<file path="config.mk">
export PLATFORM = sky130hd
export DESIGN_NAME = lbc_div
export DESIGN_NICKNAME = d
export VERILOG_FILES = /design/src/rtl/lbc_div.sv
export SDC_FILE = /design/constraint.sdc
export NUM_CORES = 1
export LEC_CHECK = 0
export ABC_AREA = 1
export BUFFER_PORTS_ARGS = -buffer_cell sky130_fd_sc_hd__buf_2
export CAP_MARGIN = 20
export CORE_UTILIZATION = 49
export CTS_CLUSTER_DIAMETER = 50
export DETAILED_ROUTE_END_ITERATION = 6
export PLACE_DENSITY_LB_ADDON = 0.25
export SKIP_LAST_GASP = 1
export SYNTH_ARGS = -nofsm -noshare
export SYNTH_HDL_FRONTEND = slang
export SYNTH_SLANG_ARGS = --single-unit
</file>
<file path="constraint.sdc">
create_clock -name clock -period 2.3 [get_ports clock]
set_input_delay 0.69 -clock clock [delete_from_list [all_inputs] [get_ports clock]]
set_output_delay 0.69 -clock clock [all_outputs]
set_load 0.005 [all_outputs]
</file>
<file path="src/rtl/lbc_div.sv">
// ----------------------------------------------------------------------------
// lbc_div
// Pipelined restoring divider: (aq << FRAC_BITS) / ap, one quotient bit per
// stage, saturated to 2.0 and signed at the end.
// ----------------------------------------------------------------------------
module lbc_div #(
   parameter int FRAC_BITS = 16
) (
   input  logic                        clock,
   input  logic [15:0]                 aq,
   input  logic [15:0]                 ap,
   input  logic                        neg,
   output logic signed [FRAC_BITS+2:0] ratio
);
   localparam int NSTEP = FRAC_BITS + 3;
   localparam int QW    = FRAC_BITS + 3;

   logic [15:0]   rem_ff [0:NSTEP];
   logic [15:0]   ap_ff  [0:NSTEP];
   logic [15:0]   aq_ff  [0:NSTEP];
   logic [QW-1:0] quo_ff [0:NSTEP];
   logic          ovf_ff [0:NSTEP];
   logic          neg_ff [0:NSTEP];
   logic signed [QW-1:0] ratio_ff;

   // quotient never reaches 2^(FRAC_BITS+3) unless aq >= 8*ap
   always_ff @(posedge clock) begin
      rem_ff[0] <= {3'b000, aq[15:3]};
      ovf_ff[0] <= ({3'b000, aq} >= {ap, 3'b000});
      ap_ff[0]  <= ap;
      aq_ff[0]  <= aq;
      neg_ff[0] <= neg;
      quo_ff[0] <= '0;
   end

   for (genvar k = 1; k <= NSTEP; k++) begin : g_step
      localparam int BIT = NSTEP - k;
      logic        nbit;
      logic [16:0] sh;
      logic        ge;
      logic [16:0] diff;
      if (BIT >= FRAC_BITS) begin : g_num
         assign nbit = aq_ff[k-1][BIT-FRAC_BITS];
      end else begin : g_zero
         assign nbit = 1'b0;
      end
      assign sh   = {rem_ff[k-1], nbit};
      assign ge   = (sh >= {1'b0, ap_ff[k-1]});
      assign diff = sh - {1'b0, ap_ff[k-1]};
      always_ff @(posedge clock) begin
         rem_ff[k] <= ge ? diff[15:0] : sh[15:0];
         quo_ff[k] <= {quo_ff[k-1][QW-2:0], ge};
         ap_ff[k]  <= ap_ff[k-1];
         aq_ff[k]  <= aq_ff[k-1];
         ovf_ff[k] <= ovf_ff[k-1];
         neg_ff[k] <= neg_ff[k-1];
      end
   end

   localparam logic [QW-1:0] LIM = QW'(1) << (FRAC_BITS + 1);

   logic [QW-1:0] mag;
   always_comb begin
      mag = quo_ff[NSTEP];
      if (ovf_ff[NSTEP] || (quo_ff[NSTEP] > LIM)) begin
         mag = LIM;
      end
   end

   always_ff @(posedge clock) begin
      ratio_ff <= neg_ff[NSTEP] ? -$signed(mag) : $signed(mag);
   end

   assign ratio = ratio_ff;

endmodule

</file>
==> out/summary.log <==
qor: logic_synthesis.dominantRegCellSynth sky130_fd_sc_hd__dfxtp_1
qor: finish.diodes 0
qor: clocking.cts_tree done
qor: timing.finalCriticalPeriod 2.18 ns
qor: clocking.clock_latency 0.66 ns
qor: status.violations_in_the_final_reports DRC
qor: logic_synthesis.synthDominantAreaCellType sky130_fd_sc_hd__dfxtp_1
qor: clocking.cts_max_level 3
qor: critical_path.reg2regPathDepth 10
qor: timing.hold_viol_final 0
qor: critical_path.worst_setup_path_startpoint rem_ff[7][0]
qor: power.ir_drop 0.752 mV
qor: floorplanning.die-area 78200 um^2
qor: critical_path.crit-reg2reg-launch rem_ff[7][0]
qor: finish.layout-drive-gt1-share 0.0853
qor: place.detailed_place_hpwl 67.4 mm
qor: power.finalPower 65.7 mW
qor: critical_path.cp.required 2.89 ns
qor: timing.max_freq 0.459 GHz
qor: logic_synthesis.yosys_warnings 0
qor: clocking.clk_root_buffer_cell sky130_fd_sc_hd__clkbuf_16
qor: place.portBuffers 52
qor: finish.design_area_final 43100 um^2
qor: route.wire_per_inst 14.9 um
qor: critical_path.crit_path_end_kind register
qor: finish.final-instance-count-excl-fill 5835
qor: critical_path.ff2ff_setup_slack 0.12 ns
qor: power.leakage 20.7 nW
qor: finish.final_net_count 5090
qor: min_path.whs_endpoint neg_ff[0]
qor: timing.tightest_slew 0.630 ns
qor: timing.finalClockSkew 0.0257 ns
qor: route.initialDrtViolationCount 1840
qor: min_path.hp-start neg
qor: finish.synthToLayoutAreaGrowth 14.2%
qor: place.dp_cells 5636
qor: route.totalWireLength 86.9 mm
qor: finish.fillerInstances 6989
qor: clocking.post_cts_hold_buffer_count 0
qor: route.num_vias 29.3k
qor: timing.setup_viol 0
qor: floorplanning.fp.coreArea 76100 um^2
qor: min_path.worst_hold_path_type in -> reg
qor: floorplanning.rows 101
qor: critical_path.worst_setup_start_kind register
qor: clocking.cts.sinks 860
qor: logic_synthesis.netlist_instances 4553
qor: floorplanning.die-width 280 um
qor: critical_path.crit_type reg -> reg
qor: clocking.clock_path_buffers 3
qor: logic_synthesis.post_synth_instance_area 37800 um^2
qor: min_path.worstHoldPathCells 1
qor: status.run_status finished, violations left
qor: place.gp_congestion 0.888
qor: place.post_dp_cell_area 39300 um^2
qor: route.drc 1
qor: critical_path.worstReg2RegEnd rem_ff[8][14]
qor: run.cap_viol_max_count 0
qor: critical_path.worst-path-max-fanout 4
qor: global_routing.vias_in_the_first_global_route 27.8k
qor: floorplanning.floorplan.die.height 280 um
qor: global_routing.wire_length_of_the_first_global_routing_pass 139 mm
qor: route.detailedRoute.firstPassIterationCount 7
qor: finish.most-common-layout-cells 860 x sky130_fd_sc_hd__dfxtp_1, 787 x sky130_fd_sc_hd__nand2_1, 592 x sky130_fd_sc_hd__inv_1
qor: critical_path.worst_ep_arrival_time 2.77 ns
qor: logic_synthesis.netlist-cell-type-count 52
qor: power.power.density 1520 nW/um^2
qor: logic_synthesis.async_s_r_ff_share_synth 0
qor: clocking.numCtsBuffers 97
qor: logic_synthesis.synth.yosys.seq_area_share 0.456
qor: logic_synthesis.synth_area_leaders sky130_fd_sc_hd__dfxtp_1 46%, sky130_fd_sc_hd__ha_1 10%, sky130_fd_sc_hd__nand2_1 7.8%
qor: logic_synthesis.synth_top_area_share 0.456
qor: logic_synthesis.synth_fp_nets 4920
qor: floorplanning.ioPinCount 53
qor: clocking.cts.clk_slew.worst_paths 0.06 ns
qor: timing.post-route-period-util 0.948
qor: finish.most_common_library_cell_in_the_layout_ignoring_fill_and_taps sky130_fd_sc_hd__dfxtp_1
qor: timing.slew_viol_final 0
qor: logic_synthesis.edff_count_synth 0
qor: global_routing.all_layer_global_routing_usage 0.219
qor: global_routing.maximum_number_of_pins_on_one_net_before_global_route_repair 30
qor: floorplanning.floorplan.initialDensity 0.496
qor: global_routing.antenna_found_initial 0
qor: route.antenna_left 0
qor: timing.max-slew-margin-rel 0.579
qor: logic_synthesis.ys_ff_latch 860
qor: logic_synthesis.post_synth.cell_area_avg 8.29 um^2
qor: global_routing.grt_overflow_total 0
qor: route.viasPerCell 5.02
-- worst max-delay path by stage --
stage                          to  slack (ns)
floorplan                ratio[8]        0.30
global placement    rem_ff[1][10]        0.12
detailed placement  rem_ff[1][10]         0.1
CTS                 rem_ff[1][10]        0.07
global route         rem_ff[6][8]       -0.03
finish              rem_ff[8][14]        0.12
-- metal layers --
layer | GRT usage | vias to the layer above | wire [um] | part of all wire
met5 | 0 | - | 0 | 0
met4 | 0.0708 | 0 | 2240 | 0.026
met3 | 0.0277 | 155 | 3650 | 0.042
met2 | 0.369 | 614 | 40000 | 0.46
met1 | 0.291 | 13293 | 41000 | 0.47
li1 | - | 15206 | - | -
-- layout make-up --
class | instances | area, um^2 | area share
clock buffers | 116 | 2620 | 0.0608
flip-flops and latches | 860 | 17200 | 0.399
repair buffers | 109 | 818 | 0.0190
clock inverters | 65 | 778 | 0.0181
inverters | 607 | 2280 | 0.0529
multi-input cells | 3048 | 18100 | 0.420
well taps | 1030 | 1290 | 0.0299
-- sequential cells by signal, indices dropped and copies added (netlist names) --
signal  cells
aq_ff      18
ovf_ff     20
neg_ff     20
ap_ff     304
ratio      19
quo_ff    190
rem_ff    289
-- cell families (layout without fill, tap and decap cells) --
family / count (synthesis) / after routing / share of synthesized area
DFF: 860 / 860 / 0.456
xor gates and xnor gates: 222 / 222 / 0.0515
buffers and inverters: 651 / 897 / 0.0703
AOI/OAI and AO/OA: 734 / 734 / 0.107
and+or+nand+nor: 1753 / 1759 / 0.201
adders and majority gates: 333 / 333 / 0.114
-- worst max-delay path: stages (launching register included) --
cell                      delay (ns)
sky130_fd_sc_hd__dfxtp_1        0.44
sky130_fd_sc_hd__inv_1          0.11
sky130_fd_sc_hd__fa_1           0.49
sky130_fd_sc_hd__o21ai_2        0.29
sky130_fd_sc_hd__nand2_1        0.09
sky130_fd_sc_hd__nand3_1        0.13
sky130_fd_sc_hd__nand2_1        0.07
sky130_fd_sc_hd__nand2_1        0.08
sky130_fd_sc_hd__xor2_1         0.22
sky130_fd_sc_hd__nand2_1        0.10
sky130_fd_sc_hd__nand2_1        0.10
-- where the power goes --
group | leakage (nW) | internal [mW] | switching (mW)
sequential | 7.24 | 19.5 | 2.60
combinational | 11.8 | 11.0 | 16.8
clock | 1.66 | 9.11 | 6.60
total | 20.7 | 39.7 | 26.0
-- cells in the mapped netlist, types with 2 or more instances --
cell type and number:
sky130_fd_sc_hd__inv_2 15, sky130_fd_sc_hd__a21boi_1 2, sky130_fd_sc_hd__nand2_1 789, sky130_fd_sc_hd__ha_1 315, sky130_fd_sc_hd__o21ai_2 16, sky130_fd_sc_hd__a31oi_1 34, sky130_fd_sc_hd__or2_2 17, sky130_fd_sc_hd__nor2_2 16
sky130_fd_sc_hd__nand4_4 13, sky130_fd_sc_hd__a41oi_1 9, sky130_fd_sc_hd__o21ai_0 112, sky130_fd_sc_hd__nor3_1 64, sky130_fd_sc_hd__dfxtp_1 860, sky130_fd_sc_hd__a21o_1 34, sky130_fd_sc_hd__a311oi_1 6, sky130_fd_sc_hd__a21boi_0 15
sky130_fd_sc_hd__and3_1 2, sky130_fd_sc_hd__nor2_4 2, sky130_fd_sc_hd__xor2_1 94, sky130_fd_sc_hd__buf_4 19, sky130_fd_sc_hd__xnor2_1 128, sky130_fd_sc_hd__nand3b_1 15, sky130_fd_sc_hd__nand2_2 6, sky130_fd_sc_hd__nand3_1 237
sky130_fd_sc_hd__o211ai_1 11, sky130_fd_sc_hd__o21ai_1 30, sky130_fd_sc_hd__inv_1 592, sky130_fd_sc_hd__a21oi_1 457, sky130_fd_sc_hd__buf_2 7, sky130_fd_sc_hd__nor3_2 7, sky130_fd_sc_hd__buf_6 16, sky130_fd_sc_hd__nand4_1 57
sky130_fd_sc_hd__nor2_1 520, sky130_fd_sc_hd__fa_1 18
-- per-stage QoR --
step / worst slack (ns) / utilization / hold WS (ns) / TNS, ns
2_1_floorplan: 0.301 / - / 0.310 / 0
3_3_place_gp: 0.118 / 0.517 / 0.310 / 0
3_5_place_dp: 0.0973 / 0.517 / 0.312 / 0
4_1_cts: 0.0723 / 0.562 / 0.0903 / 0
5_1_grt: -0.0342 / 0.567 / 0.111 / -0.166
6_report: 0.120 / 0.567 / 0.134 / 0
-- what timing repair did --
action,in CTS,in global routing
setup endpoints to repair,0,104
setup buffers,0,10
endpoints found under the hold margin,0,0
resized for setup,0,36
No activity file was read; power rests on OpenSTA's default activity.
