--- src/rtl/lbc_pkg.sv ---
// ----------------------------------------------------------------------------
// lbc_pkg
// Shared types and register codes of the Liang-Barsky line clipper.
// ----------------------------------------------------------------------------
package lbc_pkg;

   localparam int COORD_W = 16;
   localparam int DIFF_W  = 17;
   localparam int CSR_IDX_W = 3;

   typedef enum logic [CSR_IDX_W-1:0] {
      CSR_WIN_LEFT   = 3'd0,
      CSR_WIN_BOTTOM = 3'd1,
      CSR_WIN_RIGHT  = 3'd2,
      CSR_WIN_TOP    = 3'd3
   } csr_index_type;

   // per-item data that rides alongside the dividers
   typedef struct packed {
      logic signed [COORD_W-1:0] x1;
      logic signed [COORD_W-1:0] y1;
      logic signed [DIFF_W-1:0]  dx;
      logic signed [DIFF_W-1:0]  dy;
      logic [3:0]                pzero;
      logic [3:0]                pneg;
      logic [3:0]                qneg;
   } side_type;

endpackage

--- src/rtl/lbc_clip.sv ---
// ----------------------------------------------------------------------------
// lbc_clip
// Edge decisions on the four ratios, then interpolation of the endpoints.
// ----------------------------------------------------------------------------
module lbc_clip
   import lbc_pkg::*;
#(
   parameter int FRAC_BITS = 16
) (
   input  logic                        clock,
   input  logic                        reset,
   input  logic                        in_valid,
   input  side_type                    side,
   input  logic signed [FRAC_BITS+2:0] r0,
   input  logic signed [FRAC_BITS+2:0] r1,
   input  logic signed [FRAC_BITS+2:0] r2,
   input  logic signed [FRAC_BITS+2:0] r3,
   output logic                        out_valid,
   output logic                        accepted,
   output logic signed [COORD_W-1:0]   clip_start_x,
   output logic signed [COORD_W-1:0]   clip_start_y,
   output logic signed [COORD_W-1:0]   clip_end_x,
   output logic signed [COORD_W-1:0]   clip_end_y
);
   localparam int RW = FRAC_BITS + 3;
   localparam int UW = FRAC_BITS + 1;
   localparam int PW = FRAC_BITS + 19;

   typedef struct packed {
      logic          ok;
      logic [UW-1:0] u0;
      logic [UW-1:0] u1;
   } edge_res_type;

   function automatic edge_res_type edge_step(input logic pz, input logic pn,
                                              input logic qn,
                                              input logic signed [RW-1:0] r,
                                              input edge_res_type cur);
      edge_res_type res;
      res = cur;
      if (cur.ok) begin
         if (pz) begin
            res.ok = !qn;
         end else if (pn) begin
            if (r > $signed({2'b00, cur.u1})) begin
               res.ok = 1'b0;
            end else if (r > $signed({2'b00, cur.u0})) begin
               res.u0 = r[UW-1:0];
            end
         end else begin
            if (r < $signed({2'b00, cur.u0})) begin
               res.ok = 1'b0;
            end else if (r < $signed({2'b00, cur.u1})) begin
               res.u1 = r[UW-1:0];
            end
         end
      end
      return res;
   endfunction

   // stage 1: left and right edges
   edge_res_type        e1_ff, e1_in, e0;
   side_type            s1_ff;
   logic signed [RW-1:0] r2_ff, r3_ff;
   logic                v1_ff;

   always_comb begin
      e0.ok = 1'b1;
      e0.u0 = '0;
      e0.u1 = UW'(1) << FRAC_BITS;
      e1_in = edge_step(side.pzero[1], side.pneg[1], side.qneg[1], r1,
                        edge_step(side.pzero[0], side.pneg[0], side.qneg[0], r0, e0));
   end

   always_ff @(posedge clock) begin
      e1_ff <= e1_in;
      s1_ff <= side;
      r2_ff <= r2;
      r3_ff <= r3;
   end

   // stage 2: bottom and top edges
   edge_res_type e2_ff, e2_in;
   side_type     s2_ff;
   logic         v2_ff;

   assign e2_in = edge_step(s1_ff.pzero[3], s1_ff.pneg[3], s1_ff.qneg[3], r3_ff,
                            edge_step(s1_ff.pzero[2], s1_ff.pneg[2], s1_ff.qneg[2],
                                      r2_ff, e1_ff));

   always_ff @(posedge clock) begin
      e2_ff <= e2_in;
      s2_ff <= s1_ff;
   end

   // stage 3: products
   logic signed [PW-1:0] m0x_ff, m0y_ff, m1x_ff, m1y_ff;
   logic                 ok3_ff;
   logic signed [COORD_W-1:0] x3_ff, y3_ff;
   logic                 v3_ff;

   always_ff @(posedge clock) begin
      m0x_ff <= PW'($signed({1'b0, e2_ff.u0}) * s2_ff.dx);
      m0y_ff <= PW'($signed({1'b0, e2_ff.u0}) * s2_ff.dy);
      m1x_ff <= PW'($signed({1'b0, e2_ff.u1}) * s2_ff.dx);
      m1y_ff <= PW'($signed({1'b0, e2_ff.u1}) * s2_ff.dy);
      ok3_ff <= e2_ff.ok;
      x3_ff  <= s2_ff.x1;
      y3_ff  <= s2_ff.y1;
   end

   // stage 4: round, offset, zero on reject
   localparam logic signed [PW-1:0] HALF = PW'(1) << (FRAC_BITS - 1);

   function automatic logic [COORD_W-1:0] interp(input logic signed [PW-1:0] m,
                                                 input logic signed [COORD_W-1:0] s);
      logic signed [PW-1:0] sh;
      sh = (m + HALF) >>> FRAC_BITS;
      return sh[COORD_W-1:0] + s;
   endfunction

   logic                      v4_ff, acc_ff;
   logic signed [COORD_W-1:0] sx_ff, sy_ff, ex_ff, ey_ff;

   always_ff @(posedge clock) begin
      acc_ff <= ok3_ff;
      sx_ff  <= ok3_ff ? interp(m0x_ff, x3_ff) : '0;
      sy_ff  <= ok3_ff ? interp(m0y_ff, y3_ff) : '0;
      ex_ff  <= ok3_ff ? interp(m1x_ff, x3_ff) : '0;
      ey_ff  <= ok3_ff ? interp(m1y_ff, y3_ff) : '0;
   end

   always_ff @(posedge clock) begin
      if (reset) begin
         v1_ff <= 1'b0;
         v2_ff <= 1'b0;
         v3_ff <= 1'b0;
         v4_ff <= 1'b0;
      end else begin
         v1_ff <= in_valid;
         v2_ff <= v1_ff;
         v3_ff <= v2_ff;
         v4_ff <= v3_ff;
      end
   end

   assign out_valid    = v4_ff;
   assign accepted     = acc_ff;
   assign clip_start_x = sx_ff;
   assign clip_start_y = sy_ff;
   assign clip_end_x   = ex_ff;
   assign clip_end_y   = ey_ff;

endmodule

--- config.mk ---
export PLATFORM = sky130hd
export DESIGN_NAME = lbc_clip
export DESIGN_NICKNAME = d
export VERILOG_FILES = /design/src/rtl/lbc_pkg.sv /design/src/rtl/lbc_clip.sv
export SDC_FILE = /design/constraint.sdc
export NUM_CORES = 2
export LEC_CHECK = 0
export ABC_AREA = 1
export BUFFER_PORTS_ARGS = -buffer_cell sky130_fd_sc_hd__buf_2
export CAP_MARGIN = 20
export CORE_ASPECT_RATIO = 1.25
export CORE_MARGIN = 5
export CORE_UTILIZATION = 65
export DETAILED_ROUTE_END_ITERATION = 10
export PLACE_DENSITY = 0.9
export SLEW_MARGIN = 15
export SYNTH_ARGS = -nofsm -noshare
export SYNTH_HDL_FRONTEND = slang
export SYNTH_SLANG_ARGS = --single-unit
--- constraint.sdc ---
create_clock -name clock -period 6.35 [get_ports clock]
set_input_delay 0.3175 -clock clock [delete_from_list [all_inputs] [get_ports clock]]
set_output_delay 0.3175 -clock clock [all_outputs]
set_load 0.02 [all_outputs]
==> out/metrics.csv <==
metric,value,unit
Die Ht,337,um
die area,91500,sq um
Layout fillers,5886,
Std-Cell Rows,120,
Period minus WS final,6.08,ns
net count reported at finish,8997,
final WL,156,mm
CTS root buffer,clkbuf_16,
Skew-Pair Late Insertion Delay,0.64,ns
Peak Freq,0.164,GHz
H-Tree Depth,2,
share of cells above drive strength 1,6.48,%
hold_sp,side[9],
r2r startpoint,e2_ff[25],
Worst R2R Path Depth,21,
final setup fails,0,
Die Wd,272,um
CTS tree,yes,
synth unique cells,52,
PortBufs,222,
primary flip-flop cell chosen by synthesis mapping,dfxtp_1,
CTS Buffer Depth,3,
Lkg Pwr,34.2,nW
CP required,6.85,ns
Worst Hold Depth,4,
vias in the first global route,51854,
WHS,0.0363,ns
Cell Pwr Density,228,nW/um^2
Synth Net Count,8752,
Total GRT Usage,34.5,%
FF+latch area,8330,sq um
post-synthesis instance area,55600,sq um
Reg power frac,24.1,%
Layout area overhead,9.78,%
Max Cap Violations,0,
DRC Markers,0,
actual slew at the worst max-slew pin,1.03,ns
largest net degree at the start of global routing,55,
WP data arrival,6.59,ns
Worst setup startpoint,e2_ff[25],
core area,85300,sq um
Ports,223,
1st-pass router iterations,7,
first-pass GRT wire length,253,mm
final period utilization,95.8,%
VDD IR max,217,uV
routed len/inst,18.4,um
pre-CTS WS,0.338,ns
Post-Synthesis Cells,7109,
sw power,6.50,mW
class of the worst hold path,primary input to flip-flop,
initial antenna violation count,2,
area of the multi-input gates,39100,sq um
post-CTS setup buffer count,0,
Worst setup EP type,flip-flop,
setup slack after layout,0.268,ns
most frequent cells in the layout,"inv_1, nand2_1, fa_1",
Synth warnings,0,
Num CTS Buffers,46,
status,finished clean,
clock power share,20.8,%
Net Sw Frac,46.7,%
DR vias,47752,
number of routed nets with antenna violations,0,
Synth async-reset ratio,0,%
Crit Path Class,flip-flop to flip-flop,
Logic pwr share,55.1,%
"Hold Violations, Final",0,
average size of a mapped cell,7.82,sq um
RSZ-0062 raised after global routing,no,
"most common cell after layout, fill and taps aside",inv_1,
total gr overflow,0,
skew final,0.0368,ns
CTS sink count,416,
Worst-path clk slew,0.07,ns
register area share after synthesis,15.0,%
Post-synth EDFFs,0,
"Slew Viols, Final",0,
Starting Density,65.2,%
Sum Neg Setup Slack,0,ns
initial DRC count,4190,
DR vias/cell,5.62,
HPWL Detailed,122,mm
Internal,7.42,mW
Startpoint Class,flip-flop,
#FFs+latches synth,416,
Final GP Congestion,0.985,
CP max FO,17,
Slew headroom,31.5,%
path summary, 6_finish.rpt:
| check | endpoint | slack [ns] |
|---|---|---|
| hold / removal | e1_ff[34] | 0.04 |
| hold reg to reg | y3_ff[14] | 0.32 |
| setup / recovery | m0y_ff[31] | 0.27 |
| setup reg to reg | m0y_ff[31] | 0.27 |
area by class of cell:
type	count	share of cell area [%]
multi-input cells	4513	64.0
inverters	1891	11.6
clock inverters	29	0.590
flip-flops and latches	416	13.6
diodes	2	0.00820
clock buffers	55	2.04
well taps	1098	2.25
repair buffers	486	5.87
per-layer routing:
layer  global-route usage, %  vias to the layer above  share of wire (%)
met5                       0                        -                  0
met4                    26.1                        0                9.3
met3                    7.26                     1012                9.5
met2                    58.5                     2751                 48
met1                    38.1                    22601                 33
li1                        -                    21388                  -
through the flow:
step                util [%]  cell area, sq um  cells  total power, mW
global route            71.6             61000   8488             15.0
floorplan                  -             55600   7109             8.56
detailed placement      68.2             58200   8278             10.8
global placement        68.2             58200   8278             10.6
finish                  71.6             61100   8490             13.9
CTS                     71.6             61000   8488             13.8
state kept, by name (all words and copies together) (netlist names), 17 cells and up:
signal / flops
s1_ff: 72
s2_ff: 66
e1_ff: 35
e2_ff: 35
r2_ff: 19
r3_ff: 19
m0x_ff: 17
m0y_ff: 17
m1x_ff: 17
m1y_ff: 17
synth_stat cells (2+ instances only):
library cell / instances / area, sq um
or2_2: 4 / 25.0
clkbuf_1: 264 / 991
o211ai_1: 9 / 67.6
o31ai_1: 6 / 45.0
xnor2_1: 42 / 368
nand4_1: 49 / 307
nor3_1: 57 / 285
nand2_2: 4 / 25.0
xor2_1: 96 / 841
nand2_4: 2 / 22.5
a21boi_0: 10 / 75.1
nand3b_1: 11 / 82.6
o21ai_0: 178 / 891
a31o_2: 2 / 17.5
o21bai_1: 8 / 60.1
nor4_1: 8 / 50.1
nor2_1: 259 / 972
buf_4: 6 / 45.0
a21oi_4: 2 / 32.5
nor3b_2: 3 / 37.5
inv_1: 1887 / 7080
o21ai_1: 13 / 65.1
a211oi_1: 6 / 45.0
dfxtp_1: 416 / 8330
a21oi_1: 293 / 1470
nand2_1: 1710 / 6420
fa_1: 896 / 17900
buf_2: 9 / 45.0
or2_1: 2 / 12.5
o21a_1: 26 / 195
buf_1: 8 / 30.0
a21o_1: 18 / 135
inv_2: 4 / 15.0
a221oi_1: 5 / 43.8
nand3_2: 2 / 20.0
and3_1: 3 / 18.8
ha_1: 590 / 7380
nor3_2: 6 / 60.1
nand3_1: 159 / 796
buf_6: 2 / 22.5
nor3b_1: 2 / 15.0
a31oi_1: 18 / 113
nor2_2: 5 / 31.3
critical path: stages (launching register included):
cell     delay [ns]
dfxtp_1        0.75
buf_4          0.42
nand2_1        0.12
fa_1           0.53
inv_1          0.06
fa_1           0.48
inv_1          0.06
fa_1           0.50
inv_1          0.05
fa_1           0.54
inv_1          0.07
fa_1           0.49
inv_1          0.05
fa_1           0.44
ha_1           0.34
nand2_1        0.08
inv_1          0.07
nand2_1        0.07
o21ai_0        0.38
nand3_1        0.12
nand2_1        0.10
xor2_1         0.26
logic make-up after synthesis:
| logic type | share of synthesized area, % |
|---|---|
| simple gates | 16.6 |
| compound gates | 5.89 |
| fa+ha+maj | 45.5 |
| buf+inv | 14.8 |
| xor+xnor | 2.17 |
| flops | 15.0 |
power groups by stage:
stage	clock network [mW]	registers, mW	logic, mW
floorplan	0	3.30	5.27
global placement	0	3.39	7.20
detailed placement	0	3.40	7.39
CTS	2.93	3.35	7.54
global route	3.04	3.39	8.61
finish	2.90	3.36	7.67
what timing repair did:
action	4_1_cts	5_1_grt
gates resized for setup	0	1
hold buffers	126	0
endpoints found under the hold margin	134	0
endpoints found under the setup margin	0	1
Note: power is estimated with default switching activity, not from simulation.
